### config.mk
export PLATFORM = sky130hd
export DESIGN_NAME = camera_channel_request_sequencer_core
export DESIGN_NICKNAME = d
export VERILOG_FILES = /design/src/design/ccrs_pkg.sv /design/src/design/ccrs_front.sv /design/src/design/ccrs_queue.sv /design/src/design/ccrs_back.sv /design/src/design/camera_channel_request_sequencer_core.sv
export SDC_FILE = /design/constraint.sdc
export NUM_CORES = 1
export LEC_CHECK = 0
export BUFFER_PORTS_ARGS = -buffer_cell sky130_fd_sc_hd__buf_2
export CELL_PAD_IN_SITES_DETAIL_PLACEMENT = 1
export CELL_PAD_IN_SITES_GLOBAL_PLACEMENT = 1
export CORE_UTILIZATION = 42
export CTS_CLUSTER_SIZE = 24
export DETAILED_ROUTE_END_ITERATION = 16
export HOLD_SLACK_MARGIN = 0.12
export PLACE_DENSITY = 0.73
export SLEW_MARGIN = 20
export SYNTH_ARGS = -nofsm -noshare
export SYNTH_HDL_FRONTEND = slang
export SYNTH_HIERARCHICAL = 1
export SYNTH_SLANG_ARGS = --single-unit
### constraint.sdc
create_clock -name clk_i -period 12.8 [get_ports clk_i]
set_input_delay 2.56 -clock clk_i [delete_from_list [all_inputs] [get_ports clk_i]]
set_output_delay 2.56 -clock clk_i [all_outputs]
set_load 0.01 [all_outputs]
### src/design/ccrs_pkg.sv
// ---------------------------------------------------------------------------
// ccrs_pkg: shared types and constants for the camera channel sequencer
// Payload structs, operation and message codes, and the decoded plan of one
// event handed from the front end to the back end.
// ---------------------------------------------------------------------------
package ccrs_pkg;

  localparam int unsigned MediaTableSize = 64;
  localparam int unsigned CreditLimit    = 8;
  localparam int unsigned QueueDepth     = 2;

  typedef enum logic [3:0] {
    OP_OPEN_OK   = 4'd0,
    OP_SUCCESS   = 4'd1,
    OP_ERROR     = 4'd2,
    OP_STREAM    = 4'd3,
    OP_MEDIA     = 4'd4,
    OP_SAMPLE    = 4'd5,
    OP_SAMPLE_ER = 4'd6,
    OP_START     = 4'd7,
    OP_STOP      = 4'd8,
    OP_RESET     = 4'd9
  } op_e;

  localparam logic [7:0] MsgActivate   = 8'h07;
  localparam logic [7:0] MsgDeactivate = 8'h08;
  localparam logic [7:0] MsgStreams    = 8'h09;
  localparam logic [7:0] MsgMedia      = 8'h0B;
  localparam logic [7:0] MsgStart      = 8'h0F;
  localparam logic [7:0] MsgStop       = 8'h10;
  localparam logic [7:0] MsgSample     = 8'h11;

  localparam logic [2:0] EvNone     = 3'd0;
  localparam logic [2:0] EvReady    = 3'd1;
  localparam logic [2:0] EvStarted  = 3'd2;
  localparam logic [2:0] EvStopped  = 3'd3;
  localparam logic [2:0] EvSample   = 3'd4;
  localparam logic [2:0] EvRejected = 3'd6;

  localparam logic [7:0] CaptureCategory = 8'h01;
  localparam logic [15:0] ColourSource   = 16'h0001;

  typedef struct packed {
    logic [3:0]  operation;
    logic [31:0] fault_code;
    logic [15:0] src_kind_bits;
    logic [7:0]  stream_category;
    logic        list_has_entry;
    logic        list_last;
    logic [15:0] media_type_count;
    logic [7:0]  sample_stream_index;
    logic [5:0]  media_type_select;
  } in_item_t;

  typedef struct packed {
    logic        request_valid;
    logic [7:0]  request_code;
    logic [7:0]  request_arg;
    logic [2:0]  event_code;
    logic [31:0] event_value;
    logic        last;
  } out_item_t;

  // Plan of one event: up to two notifications, a burst of samples, then a request.
  typedef struct packed {
    logic        ev0_vld;    // leading notification
    logic [2:0]  ev0_code;
    logic [31:0] ev0_val;
    logic        ev1_vld;    // second notification (device ready)
    logic [2:0]  ev1_code;
    logic [31:0] ev1_val;
    logic [3:0]  samples;    // sample requests after the notifications
    logic [7:0]  sample_arg;
    logic        req_vld;    // trailing request
    logic [7:0]  req_code;
    logic [7:0]  req_arg;
  } plan_t;

endpackage

### src/design/ccrs_front.sv
// ---------------------------------------------------------------------------
// ccrs_front: event decode and device state
// Applies one event to the device state and writes the list of results it
// causes as a plan into the queue.
// ---------------------------------------------------------------------------
module ccrs_front (
  input  logic               clk_i,
  input  logic               rst_ni,
  input  logic               in_valid_i,
  output logic               in_ready_o,
  input  ccrs_pkg::in_item_t in_data_i,
  input  logic [3:0]         credits_cfg_i,
  output logic               plan_valid_o,
  input  logic               plan_ready_i,
  output ccrs_pkg::plan_t    plan_o
);

  localparam logic [2:0] StUnused = 3'd0, StIdle = 3'd2, StActive = 3'd3,
                         StStream = 3'd4, StClosing = 3'd5, StFailed = 3'd6;
  localparam logic [2:0] PrNone = 3'd0, PrActivate = 3'd1, PrDeactivate = 3'd2,
                         PrStreams = 3'd3, PrMedia = 3'd4, PrStart = 3'd5,
                         PrStop = 3'd6;

  logic [2:0] st_q, st_d, pr_q, pr_d, fl_q, fl_d;
  logic [7:0] cap_q, cap_d, cnt_q, cnt_d;
  logic [6:0] held_q, held_d;
  logic       want_q, want_d;
  logic [5:0] wm_q, wm_d, rm_q, rm_d;
  logic [3:0] cr_q, cr_d;
  ccrs_pkg::plan_t pl;
  logic       emit_any;
  logic [3:0] limit;
  logic [6:0] clamp;
  logic       do_adv, do_samp;
  logic [3:0] cr_a;

  assign in_ready_o   = plan_ready_i;
  assign plan_valid_o = in_valid_i && emit_any;
  assign plan_o       = pl;
  assign limit = (credits_cfg_i > 4'(ccrs_pkg::CreditLimit)) ?
                 4'(ccrs_pkg::CreditLimit) : credits_cfg_i;
  assign clamp = (in_data_i.media_type_count > 16'(ccrs_pkg::MediaTableSize)) ?
                 7'(ccrs_pkg::MediaTableSize) : in_data_i.media_type_count[6:0];

  // Decode the event into next state and a plan of results
  always_comb begin
    logic [31:0] ecode;
    st_d = st_q; pr_d = pr_q; fl_d = fl_q; cap_d = cap_q; cnt_d = cnt_q;
    held_d = held_q; want_d = want_q; wm_d = wm_q; rm_d = rm_q; cr_d = cr_q;
    pl = '0;
    do_adv = 1'b0; do_samp = 1'b0;
    ecode = (in_data_i.fault_code != 32'd0) ? in_data_i.fault_code : 32'd1;
    unique case (in_data_i.operation)
      ccrs_pkg::OP_OPEN_OK: if (st_q == StUnused) begin
        st_d = StIdle; do_adv = 1'b1;
      end
      ccrs_pkg::OP_SUCCESS: if (st_q != StUnused) begin
        pr_d = PrNone; do_adv = 1'b1;
        priority case (pr_q)
          PrActivate:   st_d = StActive;
          PrDeactivate: st_d = StIdle;
          PrStart: begin
            st_d = StStream; rm_d = wm_q; cr_d = '0;
            pl.ev0_vld = 1'b1; pl.ev0_code = ccrs_pkg::EvStarted;
            pl.ev0_val = {26'd0, wm_q};
            do_samp = want_q;
          end
          PrStop: begin
            st_d = StActive; cr_d = '0;
            pl.ev0_vld = 1'b1; pl.ev0_code = ccrs_pkg::EvStopped;
          end
          default: ;
        endcase
      end
      ccrs_pkg::OP_ERROR: if (st_q != StUnused) begin
        pr_d = PrNone;
        if (!fl_q[0]) st_d = StFailed;
        else begin
          do_adv = 1'b1;
          priority case (pr_q)
            PrActivate, PrStart: begin
              want_d = 1'b0; cr_d = '0;
              pl.ev0_vld = 1'b1; pl.ev0_code = ccrs_pkg::EvStopped; pl.ev0_val = ecode;
            end
            PrStop: begin
              st_d = StActive; cr_d = '0;
              pl.ev0_vld = 1'b1; pl.ev0_code = ccrs_pkg::EvStopped;
            end
            PrDeactivate: st_d = StIdle;
            default: ;
          endcase
        end
      end
      ccrs_pkg::OP_STREAM: if (st_q != StUnused) begin
        if (in_data_i.list_has_entry) begin
          if (!fl_q[1] && in_data_i.src_kind_bits[0] &&
              in_data_i.stream_category == ccrs_pkg::CaptureCategory) begin
            fl_d[1] = 1'b1; cap_d = cnt_q;
          end
          cnt_d = cnt_q + 8'd1;
        end
        if (in_data_i.list_last) begin
          pr_d = PrNone; cnt_d = '0;
          if (!fl_d[1]) st_d = StFailed;
          else do_adv = 1'b1;
        end
      end
      ccrs_pkg::OP_MEDIA: if (st_q != StUnused) begin
        pr_d = PrNone; held_d = clamp;
        if (clamp == 7'd0) st_d = StFailed;
        else begin
          fl_d[2] = 1'b1; do_adv = 1'b1;
        end
      end
      ccrs_pkg::OP_SAMPLE: if (st_q != StUnused) begin
        if (cr_q != 4'd0) cr_d = cr_q - 4'd1;
        if (st_q == StStream && in_data_i.sample_stream_index == cap_q) begin
          pl.ev0_vld = 1'b1; pl.ev0_code = ccrs_pkg::EvSample;
          do_samp = want_q && (rm_q == wm_q);
        end
      end
      ccrs_pkg::OP_SAMPLE_ER: if (st_q != StUnused) begin
        if (cr_q != 4'd0) cr_d = cr_q - 4'd1;
        if (st_q == StStream) begin
          want_d = 1'b0; do_adv = 1'b1;
        end
      end
      ccrs_pkg::OP_START: begin
        if (!fl_q[0] || st_q == StFailed || st_q == StClosing ||
            {1'b0, in_data_i.media_type_select} >= held_q) begin
          pl.ev0_vld = 1'b1; pl.ev0_code = ccrs_pkg::EvRejected;
          pl.ev0_val = {26'd0, in_data_i.media_type_select};
        end else begin
          want_d = 1'b1; wm_d = in_data_i.media_type_select; do_adv = 1'b1;
        end
      end
      ccrs_pkg::OP_STOP: begin
        if (st_q == StUnused) begin
          pl.ev0_vld = 1'b1; pl.ev0_code = ccrs_pkg::EvRejected;
        end else begin
          want_d = 1'b0; do_adv = 1'b1;
        end
      end
      ccrs_pkg::OP_RESET: begin
        if (st_q == StStream) begin
          pl.ev0_vld = 1'b1; pl.ev0_code = ccrs_pkg::EvStopped;
        end
        st_d = StUnused; pr_d = PrNone; fl_d = '0; cap_d = '0; cnt_d = '0;
        held_d = '0; want_d = 1'b0; wm_d = '0; rm_d = '0; cr_d = '0;
      end
      default: ;
    endcase

    // Issue the sample burst up to the credit limit
    cr_a = cr_d;
    if (do_samp && cr_d < limit) begin
      pl.samples = limit - cr_d; pl.sample_arg = cap_d; cr_a = limit;
    end
    cr_d = cr_a;

    // Pick the next request once nothing is outstanding
    if (do_adv && pr_d == PrNone) begin
      if (!fl_d[0] && !(fl_d[1] && fl_d[2])) begin
        if (st_d == StIdle) begin
          pr_d = PrActivate; pl.req_vld = 1'b1; pl.req_code = ccrs_pkg::MsgActivate;
        end else if (st_d == StActive) begin
          pl.req_vld = 1'b1;
          if (!fl_d[1]) begin
            pr_d = PrStreams; pl.req_code = ccrs_pkg::MsgStreams;
          end else begin
            pr_d = PrMedia; pl.req_code = ccrs_pkg::MsgMedia; pl.req_arg = cap_d;
          end
        end
      end else begin
        if (!fl_d[0]) begin
          fl_d[0] = 1'b1;
          pl.ev1_vld = 1'b1; pl.ev1_code = ccrs_pkg::EvReady;
          pl.ev1_val = {25'd0, held_d};
        end
        if (want_d) begin
          if (st_d == StIdle) begin
            pr_d = PrActivate; pl.req_vld = 1'b1; pl.req_code = ccrs_pkg::MsgActivate;
          end else if (st_d == StActive) begin
            pr_d = PrStart; pl.req_vld = 1'b1; pl.req_code = ccrs_pkg::MsgStart;
            pl.req_arg = {2'b00, wm_d};
          end else if (st_d == StStream && rm_d != wm_d) begin
            pr_d = PrStop; pl.req_vld = 1'b1; pl.req_code = ccrs_pkg::MsgStop;
          end
        end else begin
          if (st_d == StStream) begin
            pr_d = PrStop; pl.req_vld = 1'b1; pl.req_code = ccrs_pkg::MsgStop;
          end else if (st_d == StActive) begin
            pr_d = PrDeactivate; pl.req_vld = 1'b1;
            pl.req_code = ccrs_pkg::MsgDeactivate;
          end
        end
      end
    end
    emit_any = pl.ev0_vld || pl.ev1_vld || pl.req_vld || (pl.samples != 4'd0);
  end

  // Commit state on each accepted beat
  always_ff @(posedge clk_i or negedge rst_ni) begin
    if (!rst_ni) begin
      st_q <= StUnused; pr_q <= PrNone; fl_q <= '0; cap_q <= '0; cnt_q <= '0;
      held_q <= '0; want_q <= 1'b0; wm_q <= '0; rm_q <= '0; cr_q <= '0;
    end else if (in_valid_i && in_ready_o) begin
      st_q <= st_d; pr_q <= pr_d; fl_q <= fl_d; cap_q <= cap_d; cnt_q <= cnt_d;
      held_q <= held_d; want_q <= want_d; wm_q <= wm_d; rm_q <= rm_d; cr_q <= cr_d;
    end
  end

endmodule

### src/design/ccrs_queue.sv
// ---------------------------------------------------------------------------
// ccrs_queue: plan queue
// Short FIFO between decode and result sequencing.
// ---------------------------------------------------------------------------
module ccrs_queue (
  input  logic            clk_i,
  input  logic            rst_ni,
  input  logic            wr_valid_i,
  output logic            wr_ready_o,
  input  ccrs_pkg::plan_t wr_data_i,
  output logic            rd_valid_o,
  input  logic            rd_ready_i,
  output ccrs_pkg::plan_t rd_data_o
);

  localparam int unsigned Aw = $clog2(ccrs_pkg::QueueDepth);

  ccrs_pkg::plan_t mem_q [ccrs_pkg::QueueDepth];
  logic [Aw-1:0] wp_q, rp_q;
  logic [Aw:0]   n_q;
  logic          wr, rd;

  assign wr_ready_o = n_q != (Aw+1)'(ccrs_pkg::QueueDepth);
  assign rd_valid_o = n_q != '0;
  assign rd_data_o  = mem_q[rp_q];
  assign wr = wr_valid_i && wr_ready_o;
  assign rd = rd_valid_o && rd_ready_i;

  // Store entries
  always_ff @(posedge clk_i) begin
    if (wr) mem_q[wp_q] <= wr_data_i;
  end

  // Advance pointers and count
  always_ff @(posedge clk_i or negedge rst_ni) begin
    if (!rst_ni) begin
      wp_q <= '0; rp_q <= '0; n_q <= '0;
    end else begin
      if (wr) wp_q <= (wp_q == Aw'(ccrs_pkg::QueueDepth - 1)) ? '0 : wp_q + 1'b1;
      if (rd) rp_q <= (rp_q == Aw'(ccrs_pkg::QueueDepth - 1)) ? '0 : rp_q + 1'b1;
      n_q <= n_q + (Aw+1)'(wr) - (Aw+1)'(rd);
    end
  end

endmodule

### src/design/ccrs_back.sv
// ---------------------------------------------------------------------------
// ccrs_back: result sequencer
// Walks one plan into a registered output, one beat per cycle unless stalled.
// ---------------------------------------------------------------------------
module ccrs_back (
  input  logic                clk_i,
  input  logic                rst_ni,
  input  logic                plan_valid_i,
  output logic                plan_ready_o,
  input  ccrs_pkg::plan_t     plan_i,
  output logic                out_valid_o,
  input  logic                out_ready_i,
  output ccrs_pkg::out_item_t out_data_o
);

  localparam logic [1:0] PhEv0 = 2'd0, PhEv1 = 2'd1, PhSmp = 2'd2, PhReq = 2'd3;

  logic [1:0]  ph_q, ph_d;
  logic [3:0]  sn_q, sn_d;
  logic        ov_q;
  ccrs_pkg::out_item_t od_q, cur;
  logic        have, done, free;
  logic        r_e0, r_e1, r_sm, r_rq;

  assign free = !ov_q || out_ready_i;
  assign r_e0 = plan_i.ev0_vld && ph_q == PhEv0;
  assign r_e1 = plan_i.ev1_vld && ph_q <= PhEv1;
  assign r_sm = (plan_i.samples > sn_q) && ph_q <= PhSmp;
  assign r_rq = plan_i.req_vld;

  // Select the current result and the phase after it
  always_comb begin
    cur = '0; ph_d = ph_q; sn_d = sn_q; have = plan_valid_i; done = 1'b0;
    if (r_e0) begin
      cur.event_code = plan_i.ev0_code; cur.event_value = plan_i.ev0_val;
      ph_d = PhEv1;
      cur.last = !(plan_i.ev1_vld || plan_i.samples != 4'd0 || r_rq);
    end else if (r_e1) begin
      cur.event_code = plan_i.ev1_code; cur.event_value = plan_i.ev1_val;
      ph_d = PhSmp;
      cur.last = !(plan_i.samples != 4'd0 || r_rq);
    end else if (r_sm) begin
      cur.request_valid = 1'b1; cur.request_code = ccrs_pkg::MsgSample;
      cur.request_arg = plan_i.sample_arg;
      sn_d = sn_q + 4'd1; ph_d = PhSmp;
      cur.last = (sn_d == plan_i.samples) && !r_rq;
    end else begin
      cur.request_valid = 1'b1; cur.request_code = plan_i.req_code;
      cur.request_arg = plan_i.req_arg; ph_d = PhReq; cur.last = 1'b1;
    end
    if (cur.last) begin
      done = 1'b1; ph_d = PhEv0; sn_d = '0;
    end
  end

  assign plan_ready_o = have && free && done;
  assign out_valid_o  = ov_q;
  assign out_data_o   = od_q;

  // Hold the output register until taken
  always_ff @(posedge clk_i or negedge rst_ni) begin
    if (!rst_ni) begin
      ov_q <= 1'b0; ph_q <= PhEv0; sn_q <= '0;
    end else if (free) begin
      ov_q <= have;
      if (have) begin
        ph_q <= ph_d; sn_q <= sn_d;
      end
    end
  end

  always_ff @(posedge clk_i) begin
    if (free && have) od_q <= cur;
  end

endmodule

### src/design/camera_channel_request_sequencer_core.sv
// ---------------------------------------------------------------------------
// camera_channel_request_sequencer_core: camera channel control sequencer
// Decodes device events, tracks state and emits requests and notifications.
//
//   channel  | direction | handshake
//   in       | input     | in_valid_i / in_ready_o, in_data_i
//   out      | output    | out_valid_o / out_ready_i, out_data_o
//   cfg      | APB       | psel/penable/pwrite, pready always high
//
// An event is decoded and its plan queued; the back end emits one result beat per
// cycle while the output is not stalled, and new events decode while the queue
// has room. Events that cause no result queue no plan. Reset clears the control
// state; the credit register resets to 3. A stalled output backs up the queue.
// ---------------------------------------------------------------------------
module camera_channel_request_sequencer_core (
  input  logic                clk_i,
  input  logic                rst_ni,
  input  logic                in_valid_i,
  output logic                in_ready_o,
  input  ccrs_pkg::in_item_t  in_data_i,
  output logic                out_valid_o,
  input  logic                out_ready_i,
  output ccrs_pkg::out_item_t out_data_o,
  input  logic                psel,
  input  logic                penable,
  input  logic                pwrite,
  input  logic [1:0]          paddr,
  input  logic [31:0]         pwdata,
  output logic [31:0]         prdata,
  output logic                pready
);

  logic [3:0] cred_q;
  logic       pv, pr, qv, qr;
  ccrs_pkg::plan_t pw, pq;

  assign pready = 1'b1;
  assign prdata = (paddr == 2'd0) ? {28'd0, cred_q} : 32'd0;

  // Write the credit register
  always_ff @(posedge clk_i or negedge rst_ni) begin
    if (!rst_ni) cred_q <= 4'd3;
    else if (psel && penable && pwrite && paddr == 2'd0) cred_q <= pwdata[3:0];
  end

  ccrs_front u_front (
    .clk_i, .rst_ni, .in_valid_i, .in_ready_o, .in_data_i,
    .credits_cfg_i(cred_q), .plan_valid_o(pv), .plan_ready_i(pr), .plan_o(pw)
  );

  ccrs_queue u_queue (
    .clk_i, .rst_ni, .wr_valid_i(pv), .wr_ready_o(pr), .wr_data_i(pw),
    .rd_valid_o(qv), .rd_ready_i(qr), .rd_data_o(pq)
  );

  ccrs_back u_back (
    .clk_i, .rst_ni, .plan_valid_i(qv), .plan_ready_o(qr), .plan_i(pq),
    .out_valid_o, .out_ready_i, .out_data_o
  );

endmodule
== Yosys cells after proc, flatten, opt, wreduce, memory -nomap -nowiden ==
Memory sizes are Yosys's and may differ from the RTL's.
Index checks and enable logic that the tools add are counted.
Storage, ports and cells
  logic and storage cells: 280
  input bits: 133
  output and inout port bits: 88
  RAM bits: 202
  flip-flop bits (word level): 117
  memories: 1
Memories
  u_queue.mem_q: depth 2, width 101, rd ports 1, clocked after Yosys merged registers in 0, wr ports 1, line ccrs_queue.sv:18  | ccrs_pkg::plan_t mem_q [ccrs_pkg::QueueDepth];
Operators by class
  reductions and logical operators: 65
  $add $sub $neg: 8
  multiplexer cells: 146
  magnitude comparators: 7
  eq/ne operators: 29
Operators by type and width (count)
  $mux W36: 8
  $pmux W32 S3: 1
  $mux W8: 10
  $mux W4: 19
  $mux W3: 23
  $mux W32: 2
  $mux W9: 7
  $mux W17: 3
  $mux W1: 42
  $mux W35: 1
  $pmux W8 S2: 2
  $reduce_bool A32 Y1: 1
  $mux W6: 5
  $pmux W4 S6: 1
  $pmux W6 S2: 2
  $logic_and A1 B1 Y1: 22
  $eq A3 B3 Y1 const B: 6
  $pmux W3 S3: 2
  $pmux W3 S6: 1
  $eq A4 B3 Y1 const B: 4
  $gt A16 B7 Y1 const B: 1
  $pmux W4 S4: 1
  $mux W7: 2
  $pmux W7 S2: 1
  48 further kinds: 88

== Depth between registers and ports, before layout ==
Gate-level depths: netlist of the first run.
  depth after elaboration: 25
  gate-level depth with buffers: 17
  gate-level depth less buffers: 16

== Modules after synthesis ==
The synthesis of the first run kept the hierarchy.
Modules (own cells, without submodules)
  ccrs_queue: cells each 336, seq. area each 6165.9 um2, instances 1, area each 7830.0 um2
  ccrs_front: cells each 706, seq. area each 1226.2 um2, instances 1, area each 5257.5 um2
  ccrs_back: cells each 202, seq. area each 1766.7 um2, instances 1, area each 2783.9 um2
  camera_channel_request_sequencer_core: cells each 45, seq. area each 102.6 um2, instances 1, area each 421.7 um2

== Worst setup path after synthesis of the first run ==
OpenSTA, ideal clock, no wires.
  kind: input port to flip-flop
  start point: input port in_data_i[0] (netlist name)
  end point: memory u_queue/mem_q[0][0] (netlist name) (enable)
  setup slack: 3.030 ns
  data arrival time: 9.208 ns
  required time: 12.238 ns
  library setup time: 0.562 ns
  path buffers: 0
  stages: 13
  cells stage by stage: inv_1 ha_1 nand2b_1 a211oi_1 o211ai_2 nor2_1 o31ai_2 nand4b_1 inv_2 nor3_1 a21oi_1 nand2_1 nor2_1
Between the ends
  word-level cells in the longest chain between the ends: 18
  elaborated cells between the ends (all ways): 27
  those cells by class: order compare: 1; eq/ne: 1; mux: 17; reduce/logical: 8
Ends and longest elaborated chain
  start, declared: line camera_channel_request_sequencer_core.sv:20  | input ccrs_pkg::in_item_t in_data_i,
  $ge A6 B7 Y1: line ccrs_front.sv:130  | {1'b0, in_data_i.media_type_select} >= held_q) begin
  $logic_or A1 B1 Y1: line ccrs_front.sv:129  | if (!fl_q[0] || st_q == StFailed || st_q == StClosing ||
  $mux W6: line ccrs_front.sv:129
  $pmux W6 S2: line ccrs_front.sv:53  | unique case (in_data_i.operation)
  $ne A6 B6 Y1: line ccrs_front.sv:186  | end else if (st_d == StStream && rm_d != wm_d) begin
  $logic_and A1 B1 Y1: line ccrs_front.sv:186
  $mux W9: line ccrs_front.sv:186
  $mux W9: line ccrs_front.sv:183  | end else if (st_d == StActive) begin
  (+2 left out)
  $mux W17: line ccrs_front.sv:163  | if (!fl_d[0] && !(fl_d[1] && fl_d[2])) begin
  $mux W17: line ccrs_front.sv:162  | if (do_adv && pr_d == PrNone) begin
  $logic_or A1 B1 Y1 (*) (2 in a row): line ccrs_front.sv:199  | emit_any = pl.ev0_vld || pl.ev1_vld || pl.req_vld || (pl.samples != 4'd0);
  $logic_and A1 B1 Y1 (*): line ccrs_front.sv:38  | assign plan_valid_o = in_valid_i && emit_any;
  named net pv: line camera_channel_request_sequencer_core.sv:34  | logic pv, pr, qv, qr;
  $logic_and A1 B1 Y1 (*): line ccrs_queue.sv:26  | assign wr = wr_valid_i && wr_ready_o;
  $mux W1 (*): line ccrs_queue.sv:31  | if (wr) mem_q[wp_q] <= wr_data_i;
  $mux W1 (implied by the code) (*): line ccrs_queue.sv:31
  end, declared: line ccrs_queue.sv:18
The timed path passes the listed nets; every way through them passes the cells marked *.

== Final worst setup path of the first run ==
  start point: input port in_data_i[90] (netlist name)
  end point: memory u_queue/mem_q[0][99] (netlist name) (enable)
Between the ends
  word-level cells in the longest chain between the ends: 16
  elaborated cells between the ends (all ways): 60
  those cells by class: add/sub: 1; order compare: 1; eq/ne: 13; mux: 28; reduce/logical: 17
Ends and longest elaborated chain
  $eq A4 B4 Y1, or another cell as far along: line ccrs_front.sv:53
  $pmux W3 S6 or $pmux W6 S2 (tied branches): line ccrs_front.sv:53
  $eq A3 B3 Y1 or $ne A6 B6 Y1 (tied branches): line ccrs_front.sv:186, ccrs_front.sv:190
  $logic_and A1 B1 Y1: line ccrs_front.sv:186
  $mux W9: line ccrs_front.sv:186
  $mux W9: line ccrs_front.sv:183
  $mux W9: line ccrs_front.sv:181  | if (st_d == StIdle) begin
  $mux W9: line ccrs_front.sv:180  | if (want_d) begin
  $mux W17: line ccrs_front.sv:163
  $mux W17: line ccrs_front.sv:162
  $logic_or A1 B1 Y1: line ccrs_front.sv:199
  $logic_or A1 B1 Y1 (*): line ccrs_front.sv:199
  $logic_and A1 B1 Y1 (*): line ccrs_front.sv:38
  named net pv: line camera_channel_request_sequencer_core.sv:34
  $logic_and A1 B1 Y1 (*): line ccrs_queue.sv:26
  $mux W1 (*): line ccrs_queue.sv:31
  $mux W1 (implied by the code) (*): line ccrs_queue.sv:31
Marks and branches as above.

==> results of run 1 <==
## final cells by class
type,count,area [µm²]
Fill cell,3996,19620
Sequential cell,319,9265
Multi-Input combinational cell,859,6305
Clock buffer,52,970.9
Timing Repair Buffer,163,853.3
Tap cell,511,639.4
Clock inverter,13,141.4
Inverter,36,135.1
## sequential cells by signal, indices dropped and copies added, names as in the netlist
signal	flops
u_front/st_q	3
u_front/wm_q	6
u_queue/rp_q	1
u_front/pr_q	3
u_front/cr_q	4
u_queue/wp_q	1
u_back/out_data_o	53
u_front/cap_q	8
u_front/want_q	1
u_front/fl_q	3
u_queue/mem_q	202
u_front/cnt_q	8
u_front/rm_q	6
u_front/held_q	7
u_back/sn_q	4
cred_q	4
u_queue/n_q	2
u_back/ph_q	2
u_back/out_valid_o	1
## logic make-up after synthesis
kind of cell | count (synthesis) | synth area share, %
buffers and inverters | 167 | 5.951
xor gates and xnor gates | 27 | 1.536
DFF | 319 | 56.84
and+or+nand+nor | 358 | 11.82
other | 3 | 0.06911
AOI/OAI and AO/OA | 279 | 12.43
adders and majority gates | 19 | 1.505
muxes | 117 | 9.853
## power groups by stage
stage	Sequential [mW]	Clock [mW]	Combinational, mW
final	1.45	0.980	1.02
after global placement	1.47	0	1.00
after detailed placement	1.48	0	1.03
after global routing	1.47	1.04	1.11
after CTS	1.46	1.00	1.03
after floorplan	1.45	0	0.753
## cell usage after synthesis, drive strengths merged (36+ instances only)
cell and n:
a21oi 39, a22o 46, and2 37, buf 94, clkbuf 37, dfrtp 62
edfxtp 255, inv 36, mux2 107, nand2 81, nor2 85, o21ai 60
## layer usage
metal / part of all wire (%) / global-route usage, % / up-vias
met5: 0 / 0 / -
met4: 2.6 / 6.581 / 0
met3: 3.8 / 2.730 / 67
met2: 49 / 34.71 / 264
met1: 45 / 27.37 / 5459
li1: - / - / 4994
## placed cells by master (no fill, tap or decap), types with 19 or more instances in the layout
cell type and count:
edfxtp_1 255, buf_2 148, nand2_1 81, nor2_1 81, mux2_4 80, dfrtp_1 61
conb_1 59, o21ai_0 54, a22o_1 46, a21oi_1 38, clkbuf_16 36, inv_1 34
and2_1 32, mux2_2 27, nand2b_1 21, xnor2_1 19
## critical path: stages
cell and delay (ps):
buf_2 380, nor2b_1 650, nand3_2 260, nor2_1 670, o31ai_2 280, nand4b_1 500
inv_2 270, nor3_1 80, a21oi_1 500, nand2_1 240, nor2_4 790, buf_4 890
## final timing paths
path	from	endpoint	slack (ps)	depth (start not counted)
worst max-delay path	in_data_i[90]	u_queue/mem_q[0][99]	4800	12
worst min-delay path	u_front/cap_q[1]	u_front/cap_q[1]	530	2
worst max register to register	u_front/st_q[1]	u_queue/mem_q[0][99]	6750	12
worst min register to register	u_front/cap_q[1]	u_front/cap_q[1]	530	2
max in group asynchronous	rst_ni	u_queue/rp_q	9840	2
min in group asynchronous	rst_ni	u_front/cap_q[0]	2240	2
==> key figures, run 1 <==
Run status
  – Outcome: finished, final reports clean

Setup path
  – Critical path type: in -> reg
  – Startpoint Class: primary input
  – CP Data Required Time: 12,930 ps
  – Maximum fanout along the worst path: 70
  – CP Capture Type: flop
  – WP data arrival: 8130 ps

STA
  – RSZ-0062 raised after global routing: no
  – Part of the cycle the worst path needs: 62.48%
  – Fin crit period: 7997 ps
  – Final setup margin: 4803 ps
  – Pins Over Slew Limit: 0
  – Headroom to the max-slew limit: 34.21%
  – Slew @ Worst Pin: 984.6 ps
  – Clock skew: 12.49 ps
  – Final setup vio count: 0
  – Worst hold slack: 531.1 ps
  – Fmax: 125.0 MHz
  – Setup_tns: 0 ps
  – Hold Fails Final Rpt: 0

Floorplan
  – Row count: 71
  – Die Area: 39,590 µm²
  – Core box area: 37,930 µm²
  – Starting Density: 42.95%
  – I/O Pins: 221
  – Die Ht: 199.0 µm
  – DIE WIDTH: 199.0 µm

Job
  – Max-Cap Viols: 0

Power
  – Final Power: 3.456 mW
  – Switching fraction of total power: 31.99%
  – Worst VDD drop: 0.00008163 V
  – Internal power: 2.351 mW
  – Leak: 7.129 nW
  – Power Density: 188.8 nW/µm²
  – Clk pwr share: 28.3%
  – Total net switching power: 1.106 mW
  – Comb power frac: 29.6%
  – Register share of total power: 42.1%

Placed design
  – IO Port Bufs: 148
  – Area after DPL: 17,190 µm²
  – Hpwl dp: 27.35 mm
  – Pre-CTS setup slack: 4287 ps
  – GP Congestion: 0.8773
  – Placed cell count: 1,888

Synthesis
  – Dominant cells by area after synthesis: edfxtp_1 47%, dfrtp_1 9.5%, mux2_4 7.4%
  – Post-synthesis cell area: 16,290 µm²
  – Asr flop ratio synth: 20.06%
  – Largest area contributor in the netlist: edfxtp_1
  – Seq/Total Area, Yosys: 56.84%
  – Number of flops mapped to enable cells by yosys: 255
  – Seq cells post-synth: 319
  – Most used DFF post-synth: edfxtp_1
  – Top-area cell type share of the netlist area: 47.00%
  – Mapped Avg Cell Area: 12.64 µm²
  – Cells after Synth: 1,289
  – Netlist cell types: 100
  – Synth warn: 6

Route
  – Routed WL: 40.33 mm
  – Via count: 10,784
  – DR WL/cell: 20.65 µm
  – Vias per cell: 5.522
  – Routed Antenna Nets: 0
  – DR iter-0 viols: 604
  – Drc violations: 0
  – Router iterations before antenna repair: 6

Hold path
  – Worst Hold Class: reg -> reg

Cells and area
  – Final #Nets: 1,567
  – Post-route cell area: 18,310 µm²
  – Diodes inserted: 0
  – Fin cells: 1,953
  – Layout area overhead: 12.38%
  – Post-layout util: 48.27%
  – Share of layout cells above drive strength 1: 25.10%

Clocking
  – Num CTS Buffers: 36
  – Clock transition at path regs: 60 ps
  – Setup bufs post-CTS: 0
  – CTS H-tree lvls: 2
  – CTS tree: done
  – Clock sink count: 319
  – CTS Buffer Depth: 3
  – Hold bufs inserted after CTS: 0
  – Clock Latency Late Sink: 520 ps
  – Clk root buf: clkbuf_16
  – Resize count post-CTS: 0

GRT
  – Initial antenna violation count: 0
  – Grt total ovfl: 0
  – Largest net degree at the start of global routing: 71
  – First-pass GRT wire length: 62.39 mm
  – Gr usage total: 20.58%
  – Vias in the first global route: 11,135
(Power assumes the default switching activity.)
==> inputs of run 2 (changes only) <==
PLACE_DENSITY = 0.76   (was 0.73)
clock period = 6.8 ns   (was 12.8 ns; I/O delays follow)
==> run 2 against run 1 <==
Sequential power up 86%. Wire length up 1.5%. Clock power up 88%. First-iteration DRC count up 35%. Critical path type unchanged. Worst hold slack worse by 13 ps. Sequential cell count unchanged. Final area up 0.73%. Setup slack worse by 3500 ps. Largest power group unchanged.
==> key figures, run 2 (synthesis results as in run 1) <==
Setup path
  – CP Data Required Time: 7010 ps (-5920 ps)
  – Maximum fanout along the worst path: 28 (-60%)
  – CP Capture Type: flop
  – Startpoint Class: primary input
  – Critical path type: in -> reg
  – WP data arrival: 5680 ps (-2450 ps)

GRT
  – Vias in the first global route: 11,038 (-0.87%)
  – Met3 Usage GRT: 2.119% (-0.61 points)
  – Grt total ovfl: 0 (unchanged)
  – Initial antenna violation count: 1 (+1)
  – Gr usage total: 20.76% (+0.18 points)
  – Largest net degree at the start of global routing: 65 (-8.5%)
  – Busiest metal layer after global routing: met2
  – First-pass GRT wire length: 63.20 mm (+1.3%)
  – GR Util met1: 28.23% (+0.86 points)
  – Grt met2 use: 35.19% (+0.48 points)

Cells and area
  – Register Area: 9265 µm² (unchanged)
  – Filler instances: 3,969 (-0.68%)
  – Post-route cell area: 18,440 µm² (+0.73%)
  – Largest register by flop count: u_queue/mem_q
  – Commonest non-fill, non-tap cells in the layout: 255 x edfxtp_1, 148 x buf_2, 81 x nand2_1, 81 x nor2_1, 80 x mux2_4
  – Largest register FFs: 202 (unchanged)
  – Area taken by multi-input logic gates: 6302 µm² (about the same)
  – Post-layout util: 48.62% (+0.35 points)
  – Commonest non-fill, non-tap cell in the layout: edfxtp_1
  – Layout area overhead: 13.20%
  – Share of layout cells above drive strength 1: 25.40% (+0.29 points)
  – Final #Nets: 1,574 (+0.45%)

Clocking
  – Clock sink count: 319 (unchanged)
  – Setup bufs post-CTS: 0 (unchanged)
  – CTS H-tree lvls: 2 (unchanged)
  – Clock transition at path regs: 60 ps (about the same)
  – Num CTS Buffers: 35 (-2.8%)
  – Clk root buf: clkbuf_16
  – CTS tree: done
  – Resize count post-CTS: 0 (unchanged)
  – CTS Buffer Depth: 3 (unchanged)
  – Hold bufs inserted after CTS: 0 (unchanged)
  – Clock Latency Late Sink: 530 ps (about the same)

Power
  – Final Power: 6.490 mW (+88%)
  – Worst VDD drop: 0.0001617 V (+98%)
  – Clk pwr share: 28.3% (about the same)
  – Power Density: 351.9 nW/µm² (+86%)
  – Switching fraction of total power: 32.01% (about the same)
  – Internal power: 4.412 mW (+88%)
  – Register share of total power: 41.6% (-0.5 points)
  – Total net switching power: 2.078 mW (+88%)
  – Leak: 7.191 nW (+0.87%)
  – Comb power frac: 30.1% (+0.5 points)

Route
  – Routed Antenna Nets: 0 (unchanged)
  – Routed WL: 40.92 mm (+1.5%)
  – DR iter-0 viols: 816 (+35%)
  – Router iterations before antenna repair: 7 (+1)
  – Vias per cell: 5.506 (-0.28%)
  – DR WL/cell: 20.87 µm (+1.0%)
  – Drc violations: 0 (unchanged)
  – Via count: 10,798 (+0.13%)

STA
  – Slew @ Worst Pin: 1039 ps (+53.97 ps)
  – Final setup vio count: 0 (unchanged)
  – Clock skew: 22.50 ps (+10.02 ps)
  – Part of the cycle the worst path needs: 80.43%
  – Headroom to the max-slew limit: 30.76% (-3.5 points)
  – Fin crit period: 5469 ps
  – RSZ-0062 raised after global routing: no
  – Pins Over Slew Limit: 0 (unchanged)
  – Fmax: 182.8 MHz
  – Setup_tns: 0 ps (unchanged)
  – Hold Fails Final Rpt: 0 (unchanged)

Floorplan
  – DIE WIDTH: 199.0 µm (unchanged)
  – Die Area: 39,590 µm² (unchanged)
  – Row count: 71 (unchanged)
  – Starting Density: 42.95% (unchanged)
  – Die Ht: 199.0 µm (unchanged)
  – Core box area: 37,930 µm² (unchanged)
  – I/O Pins: 221 (unchanged)

Placed design
  – Area after DPL: 17,330 µm² (+0.82%)
  – IO Port Bufs: 148 (unchanged)
  – Hpwl dp: 28.51 mm (+4.2%)
  – GP Congestion: 0.8748 (-0.28%)

Hold path
  – Worst Hold Class: reg -> reg

Run status
  – Outcome: finished, final reports clean

Job
  – Max-Cap Viols: 0 (unchanged)
[run 2: metal layers]
layer	vias up	routed length [µm]	part of all wire [%]
met5	-	0	0
met4	0	883	2.2
met3	55	1737	4.2
met2	281	20260	50
met1	5467	18040	44
li1	4995	-	-
[run 2: worst max-delay path: stages]
cell	delay, ps
buf_2	160
inv_1	80
ha_1	280
nand2b_1	140
a211oi_1	370
o211ai_2	210
nor2_1	300
o31ai_2	110
buf_4	190
nand4b_1	430
inv_2	250
nor3_1	70
a21oi_1	620
nand2_1	240
nor2_4	530
buf_12	280
[run 2: per-stage QoR]
| stage | hold slack, ps | setup slack, ps | instances |
|---|---|---|---|
| 2_1_floorplan | 466.5 | 224.8 | 1345 |
| 3_3_place_gp | 505.9 | 1119 | 1896 |
| 3_5_place_dp | 514.1 | 889.0 | 1896 |
| 4_1_cts | 522.9 | 1433 | 1960 |
| 5_1_grt | 552.9 | 1157 | 1961 |
| 6_report | 518.5 | 1331 | 1961 |
[run 2: power by group through the flow]
stage / Clock [mW] / Sequential, mW / Combinational, mW
final: 1.84 / 2.70 / 1.95
after floorplan: 0 / 2.73 / 1.42
after global routing: 1.95 / 2.73 / 2.13
after CTS: 1.88 / 2.70 / 1.98
after global placement: 0 / 2.73 / 1.93
after detailed placement: 0 / 2.74 / 1.97
[run 2: path summary, 6_finish.rpt]
path                                   from                   to  slack, ps  cells after the start
hold / removal             u_front/cnt_q[7]     u_front/cnt_q[7]        520                      1
max in group asynchronous            rst_ni         u_queue/rp_q       5050                      2
min in group asynchronous            rst_ni     u_front/cap_q[0]       1040                      2
setup reg to reg            u_front/st_q[2]  u_queue/mem_q[0][1]       1990                     13
hold reg to reg            u_front/cnt_q[7]     u_front/cnt_q[7]        520                      1
setup / recovery               in_data_i[0]  u_queue/mem_q[0][1]       1330                     16
[run 2: layout make-up]
cell class	count	share of cell area, %
multi-input combinational	859	34.17
clock inverter	17	0.9226
tap	511	3.467
timing repair buffer	171	5.359
antenna	1	0.01357
sequential	319	50.23
inverter	36	0.7327
clock buffer	47	5.101
